[src/design/ngsf_pkg.sv]
package ngsf_pkg;

    // Characters that steer framing.
    localparam logic [7:0] CH_DOLLAR = 8'h24;
    localparam logic [7:0] CH_STAR   = 8'h2A;
    localparam logic [7:0] CH_L      = 8'h4C;

    // Position of the byte that must be 'L' for a GLL sentence.
    localparam int unsigned CHECK_POS = 4;

    // Commands from the controller to the datapath.
    typedef struct packed {
        logic take;   // a received word is accepted this cycle
        logic emit;   // the stored sentence is being played out
    } t_ctl_cmd;

    // Status from the datapath to the controller.
    typedef struct packed {
        logic close;      // the accepted word closes a valid frame
        logic last_load;  // the closing asterisk moves to the output register
    } t_dp_status;

endpackage

[src/design/ngsf_datapath.sv]
module ngsf_datapath #(
    parameter int unsigned MAX_SENTENCE = 64
) (
    input  logic                  i_clk,
    input  logic                  i_rst_n,
    input  ngsf_pkg::t_ctl_cmd    i_cmd,
    output ngsf_pkg::t_dp_status  o_status,
    input  logic [7:0]            i_rx_byte,
    input  logic                  i_out_stall,
    output logic                  o_out_valid,
    output logic [7:0]            o_sentence_byte,
    output logic                  o_last
);

    localparam int unsigned CW = $clog2(MAX_SENTENCE + 1);
    localparam int unsigned AW = $clog2(MAX_SENTENCE);
    localparam logic [CW-1:0] MAX_C   = CW'(MAX_SENTENCE);
    localparam logic [CW-1:0] MAXM1_C = CW'(MAX_SENTENCE - 1);
    localparam logic [CW-1:0] CHK_C   = CW'(ngsf_pkg::CHECK_POS);

    logic [7:0]    r_mem [MAX_SENTENCE];
    logic [CW-1:0] r_fill, n_fill;
    logic [AW-1:0] r_rd_ptr;
    logic [AW-1:0] r_end_ptr;
    logic          r_out_valid;
    logic [7:0]    r_out_byte;
    logic          r_out_last;

    logic is_star, store_ok, drop, store, close, write_en, load, load_last;

    always_comb begin
        is_star  = (i_rx_byte == ngsf_pkg::CH_STAR);
        store_ok = i_cmd.take &&
                   ((!is_star && (r_fill != '0) && (r_fill < MAX_C)) ||
                    ((i_rx_byte == ngsf_pkg::CH_DOLLAR) && (r_fill == '0)));
        drop     = store_ok && (r_fill == CHK_C) && (i_rx_byte != ngsf_pkg::CH_L);
        store    = store_ok && !drop;
        close    = i_cmd.take && !store_ok && is_star &&
                   (r_fill != '0) && (r_fill < MAXM1_C);
        write_en = store || close;
        if (i_cmd.take) begin
            n_fill = store ? (r_fill + CW'(1)) : '0;
        end else begin
            n_fill = r_fill;
        end
        load      = i_cmd.emit && (!r_out_valid || !i_out_stall);
        load_last = load && (r_rd_ptr == r_end_ptr);
    end

    // Capture memory: one write port, one registered read into the output word.
    always_ff @(posedge i_clk) begin
        if (write_en) begin
            r_mem[r_fill[AW-1:0]] <= i_rx_byte;
        end
        if (load) begin
            r_out_byte <= r_mem[r_rd_ptr];
            r_out_last <= load_last;
        end
        if (close) begin
            r_end_ptr <= r_fill[AW-1:0];
        end
    end

    always_ff @(posedge i_clk) begin
        if (!i_rst_n) begin
            r_fill      <= '0;
            r_rd_ptr    <= '0;
            r_out_valid <= 1'b0;
        end else begin
            r_fill <= n_fill;
            if (close) begin
                r_rd_ptr <= '0;
            end else if (load) begin
                r_rd_ptr <= r_rd_ptr + AW'(1);
            end
            if (load) begin
                r_out_valid <= 1'b1;
            end else if (!i_out_stall) begin
                r_out_valid <= 1'b0;
            end
        end
    end

    assign o_status.close     = close;
    assign o_status.last_load = load_last;
    assign o_out_valid        = r_out_valid;
    assign o_sentence_byte    = r_out_byte;
    assign o_last             = r_out_last;

endmodule

[src/design/ngsf_controller.sv]
module ngsf_controller (
    input  logic                  i_clk,
    input  logic                  i_rst_n,
    input  logic                  i_rx_valid,
    output logic                  o_rx_stall,
    output ngsf_pkg::t_ctl_cmd    o_cmd,
    input  ngsf_pkg::t_dp_status  i_status
);

    localparam logic ST_CAPTURE = 1'b0;
    localparam logic ST_EMIT    = 1'b1;

    logic r_state, n_state;

    always_comb begin
        n_state    = r_state;
        o_rx_stall = 1'b0;
        o_cmd      = '0;
        unique case (r_state)
            ST_CAPTURE: begin
                o_cmd.take = i_rx_valid;
                if (i_status.close) begin
                    n_state = ST_EMIT;
                end
            end
            ST_EMIT: begin
                o_rx_stall = 1'b1;
                o_cmd.emit = 1'b1;
                if (i_status.last_load) begin
                    n_state = ST_CAPTURE;
                end
            end
            default: begin
                n_state = ST_CAPTURE;
            end
        endcase
    end

    always_ff @(posedge i_clk) begin
        if (!i_rst_n) begin
            r_state <= ST_CAPTURE;
        end else begin
            r_state <= n_state;
        end
    end

endmodule

[src/design/nmea_gll_sentence_framer_top.sv]
// GLL sentence framer. Received serial bytes enter one word at a time on the rx
// channel. While no frame is open only a dollar sign opens one; each later byte
// is stored, and the frame is dropped silently if the byte at position 4 is not
// 'L', if it overruns MAX_SENTENCE bytes, or if an asterisk comes too late. An
// asterisk at a position from 1 to MAX_SENTENCE-2 closes the frame, and the
// whole sentence from the dollar sign through the asterisk is then played out
// on the output channel, one word per byte, with o_last set on the asterisk.
// Timing: while a frame is being captured the block takes one word every
// cycle. After the closing asterisk the rx channel is stalled while the
// sentence is read out of the capture memory through its single read port,
// one byte per cycle while the output side does not stall. Once the asterisk
// is in the output register the block accepts input again, even if that word
// has not yet been taken.

module nmea_gll_sentence_framer_top #(
    parameter int unsigned MAX_SENTENCE = 64
) (
    input  logic       i_clk,
    input  logic       i_rst_n,
    // Received byte channel.
    input  logic       i_rx_valid,
    output logic       o_rx_stall,
    input  logic [7:0] i_rx_byte,
    // Sentence output channel.
    output logic       o_out_valid,
    input  logic       i_out_stall,
    output logic [7:0] o_sentence_byte,
    output logic       o_last
);

    // Commands and status between the controller and the datapath.
    ngsf_pkg::t_ctl_cmd   cmd;
    ngsf_pkg::t_dp_status status;

    // The controller decides whether the block is capturing or playing out.
    ngsf_controller u_ctrl (
        .i_clk      (i_clk),
        .i_rst_n    (i_rst_n),
        .i_rx_valid (i_rx_valid),
        .o_rx_stall (o_rx_stall),
        .o_cmd      (cmd),
        .i_status   (status)
    );

    // The datapath holds the capture memory, the fill count and the output word.
    ngsf_datapath #(
        .MAX_SENTENCE (MAX_SENTENCE)
    ) u_dp (
        .i_clk           (i_clk),
        .i_rst_n         (i_rst_n),
        .i_cmd           (cmd),
        .o_status        (status),
        .i_rx_byte       (i_rx_byte),
        .i_out_stall     (i_out_stall),
        .o_out_valid     (o_out_valid),
        .o_sentence_byte (o_sentence_byte),
        .o_last          (o_last)
    );

endmodule

[config.mk]
export PLATFORM = sky130hd
export DESIGN_NAME = nmea_gll_sentence_framer_top
export DESIGN_NICKNAME = d
export VERILOG_FILES = /design/src/design/ngsf_pkg.sv /design/src/design/ngsf_datapath.sv /design/src/design/ngsf_controller.sv /design/src/design/nmea_gll_sentence_framer_top.sv
export SDC_FILE = /design/constraint.sdc
export NUM_CORES = 1
export LEC_CHECK = 0
export BUFFER_PORTS_ARGS = -buffer_cell sky130_fd_sc_hd__buf_4
export CAP_MARGIN = 20
export CORE_MARGIN = 1.5
export CORE_UTILIZATION = 56
export CTS_CLUSTER_SIZE = 28
export DETAILED_ROUTE_END_ITERATION = 12
export HOLD_SLACK_MARGIN = 0.1
export PLACE_DENSITY_LB_ADDON = 0.05
export RECOVER_POWER = 25
export SYNTH_ARGS = -nofsm -noshare
export SYNTH_HDL_FRONTEND = slang
export SYNTH_SLANG_ARGS = --single-unit
[constraint.sdc]
create_clock -name i_clk -period 3.7 [get_ports i_clk]
set_input_delay 0.37 -clock i_clk [delete_from_list [all_inputs] [get_ports i_clk]]
set_output_delay 0.37 -clock i_clk [all_outputs]
set_load 0.02 [all_outputs]
==> metrics.md <==
| Metric | Value |
|---|---|
| Status | finished with violations |
| Violations in the final reports | capacitance limit, slew limit |
| Initial antenna violation count | 0 |
| YS warnings | 0 |
| H-tree Lvls | 2 |
| Total gr overflow | 0 |
| Hold EP | u_dp.r_fill[6] |
| Async SR Flop Fraction | 0% |
| Unrepaired setup endpoints after global routing | false |
| Drt wl/cell | 28.0 µm |
| CTS Root Cell | clkbuf_16 |
| Syn Inst Count | 1,084 |
| Hpwl dp | 31,300 µm |
| Number of port buffers | 22 |
| Number of synthesized register bits | 542 |
| Die Wd | 198 µm |
| Clk_lat worst skew | 0.60 ns |
| Setup TNS | 0 ns |
| Synth Flop Type | edfxtp_1 |
| Post-synthesis net count | 1,099 |
| CTS tree | yes |
| Clock slew at reported path FFs | 0.07 ns |
| FP Rows | 71 |
| Static Leak | 7.39 nW |
| Pwr Total | 11.9 mW |
| Period utilization | 94.1% |
| Fin. max-slew vios | 189 |
| Maximum root-to-sink buffer count | 3 |
| Mapped Area | 0.0214 mm² |
| RR Startpoint | u_dp.r_fill[0] |
| HP Class | in2reg |
| Largest net degree at the start of global routing | 65 |
| Die Ht | 198 µm |
| Initial Util | 56.9% |
| Core outline area | 0.0376 mm² |
| Final setup vio count | 0 |
| EDFF count, synth | 527 |
| Worst setup EP type | flip-flop |
| Post-CTS Hold Buffers | 8 |
| DRC | 0 |
| Final hold vios | 0 |
| First-pass GRT wire length | 72,700 µm |
| Yosys cell types | 53 |
| Layout cells sized above 1 | 24.3% |
| Commonest cells after routing, fill and taps aside | 527 x edfxtp_1, 121 x buf_4, 97 x mux4_2 |
| Avg Synthesized Cell Area | 19.7 µm² |
| Hold Crit Depth | 4 |
| Routability cong. | 0.850 |
| R2R cell count | 9 |
| Clk sinks | 542 |
| Worst hold slack | 0.344 ns |
| Final WL | 49,600 µm |
| Crit start category | flip-flop |
| Cts bufs inserted | 53 |
| Final antenna diode count | 0 |
| PD cells | 489 mW/mm² |
| Slew HR | -115% |
| Post-CTS Resized | 0 |
| Die area | 0.0393 mm² |
| Max-cap viol count | 4 |
| Post-layout minimum cycle time | 3.48 ns |
| Fin nets | 1,236 |
| Crit path max fanout | 36 |
| Worst-margin pin slew | 3.22 ns |
| Ports | 23 |
| Commonest non-fill, non-tap cell in the layout | edfxtp_1 |
| Fin util | 65.0% |
| Post-route ant nets | 0 |
| Post-synthesis sequential area ratio | 75.5% |
| Yosys top cell area share | 74.1% |
| Detailed-router iteration count before antenna repair | 5 |
| Vias | 11,000 |
| CP Data Arrival Time | 3.82 ns |
| Yosys top cell by area | edfxtp_1 |
| Critical path origin | u_dp.r_fill[0] |
| Max Freq | 287 MHz |
| Area contributors post-synth | edfxtp_1 74%, mux4_2 10%, mux2i_1 4.3% |
| Layout Area Growth over Synthesis | 14.4% |
| Clk_skew | 0.0204 ns |
| Max VDD drop | 385 µV |
| # Post-CTS Setup Buffers | 0 |
| Worst EP required | 4.04 ns |
| Hold Startpoint | i_rx_valid |
| Via density | 6.20 |
| 1st-iter DRT viols | 1,098 |
| CP Class | reg2reg |
| R2R Setup Slk | 0.22 ns |
| Vias in the first global route | 10,900 |
| Crit Reg-Reg Endpoint | u_dp.r_mem[43][1] |
| Gr usage total | 26.2% |
[routing by layer]
metal | up-vias | share of wire [%] | track usage (%)
met1 | 5726 | 45 | 40.2
met2 | 392 | 46 | 39.0
li1 | 4790 | - | -
met4 | 0 | 2.7 | 8.85
met3 | 78 | 6.4 | 3.92
met5 | - | 0 | 0
[cell usage after synthesis, types with 4 or more instances]
cell type,count
edfxtp_1,527
clkbuf_1,30
nor2b_1,6
a211oi_1,31
a21oi_1,4
dfxtp_1,15
buf_6,6
buf_1,6
xnor2_1,7
nor2_1,15
o22ai_1,31
and4_1,8
a22oi_1,11
nand2_1,15
mux2i_1,91
nand3b_1,4
nor3_1,64
mux4_2,97
a21boi_0,4
o21ai_0,24
inv_1,4
nand2b_1,5
nand3_1,19
buf_2,21
[layout make-up]
cell class                      instances  area (µm²)
Sequential cell                       542       16100
Fill cell                            2578       13100
Multi-Input combinational cell        473        4900
Clock buffer                           66        1420
Timing Repair Buffer                  147        1100
Tap cell                              511         639
Clock inverter                         29         218
Inverter                                4        15.0
[through the flow]
stage,area (µm²),cells,setup slack (ns)
after floorplan,21400,1084,0.666
after global placement,22800,1669,0.386
after CTS,24500,1772,0.259
final,24400,1772,0.217
after detailed placement,22800,1669,0.271
after global routing,24400,1772,0.0426
[report_power, final]
part	total (mW)	switching (mW)	internal [mW]
clock network	5.08	2.17	2.91
registers	6.73	0.0000503	6.73
logic	0.138	0.117	0.0201
total	11.9	2.29	9.66
[worst max-delay path, cell delays in order, from the launching register on]
cell	delay [ns]
dfxtp_1	0.33
inv_1	0.16
ha_1	0.17
or4b_4	0.50
a211oi_1	0.35
a2111oi_4	0.10
a21oi_4	0.78
buf_4	0.48
nor3_1	0.13
buf_4	0.22
[sequential cells by signal, summed over array words and instances (netlist names)]
register              cells
u_dp.r_mem              512
u_dp.o_sentence_byte      8
u_dp.r_fill               7
u_dp.r_end_ptr            6
u_dp.r_rd_ptr             6
u_ctrl.r_state            1
u_dp.o_last               1
u_dp.o_out_valid          1
[worst max-delay path by stage]
| stage | to | cells past startpoint |
|---|---|---|
| after global placement | u_dp.r_mem[26][1] | 9 |
| after detailed placement | u_dp.r_mem[56][3] | 9 |
| final | u_dp.r_mem[43][1] | 9 |
| after CTS | u_dp.r_mem[43][3] | 9 |
| after floorplan | u_dp.r_mem[10][0] | 8 |
| after global routing | u_dp.r_mem[41][7] | 9 |
[cells by family after synthesis]
family	Yosys count	synth area share, %
and+or+nand+nor	153	3.98
buffers and inverters	69	1.58
DFF	542	75.5
muxes	188	14.5
AOI/OAI and AO/OA	119	3.89
adders and majority gates	3	0.176
xor gates and xnor gates	10	0.410
Note: power is estimated with default switching activity, not from simulation.
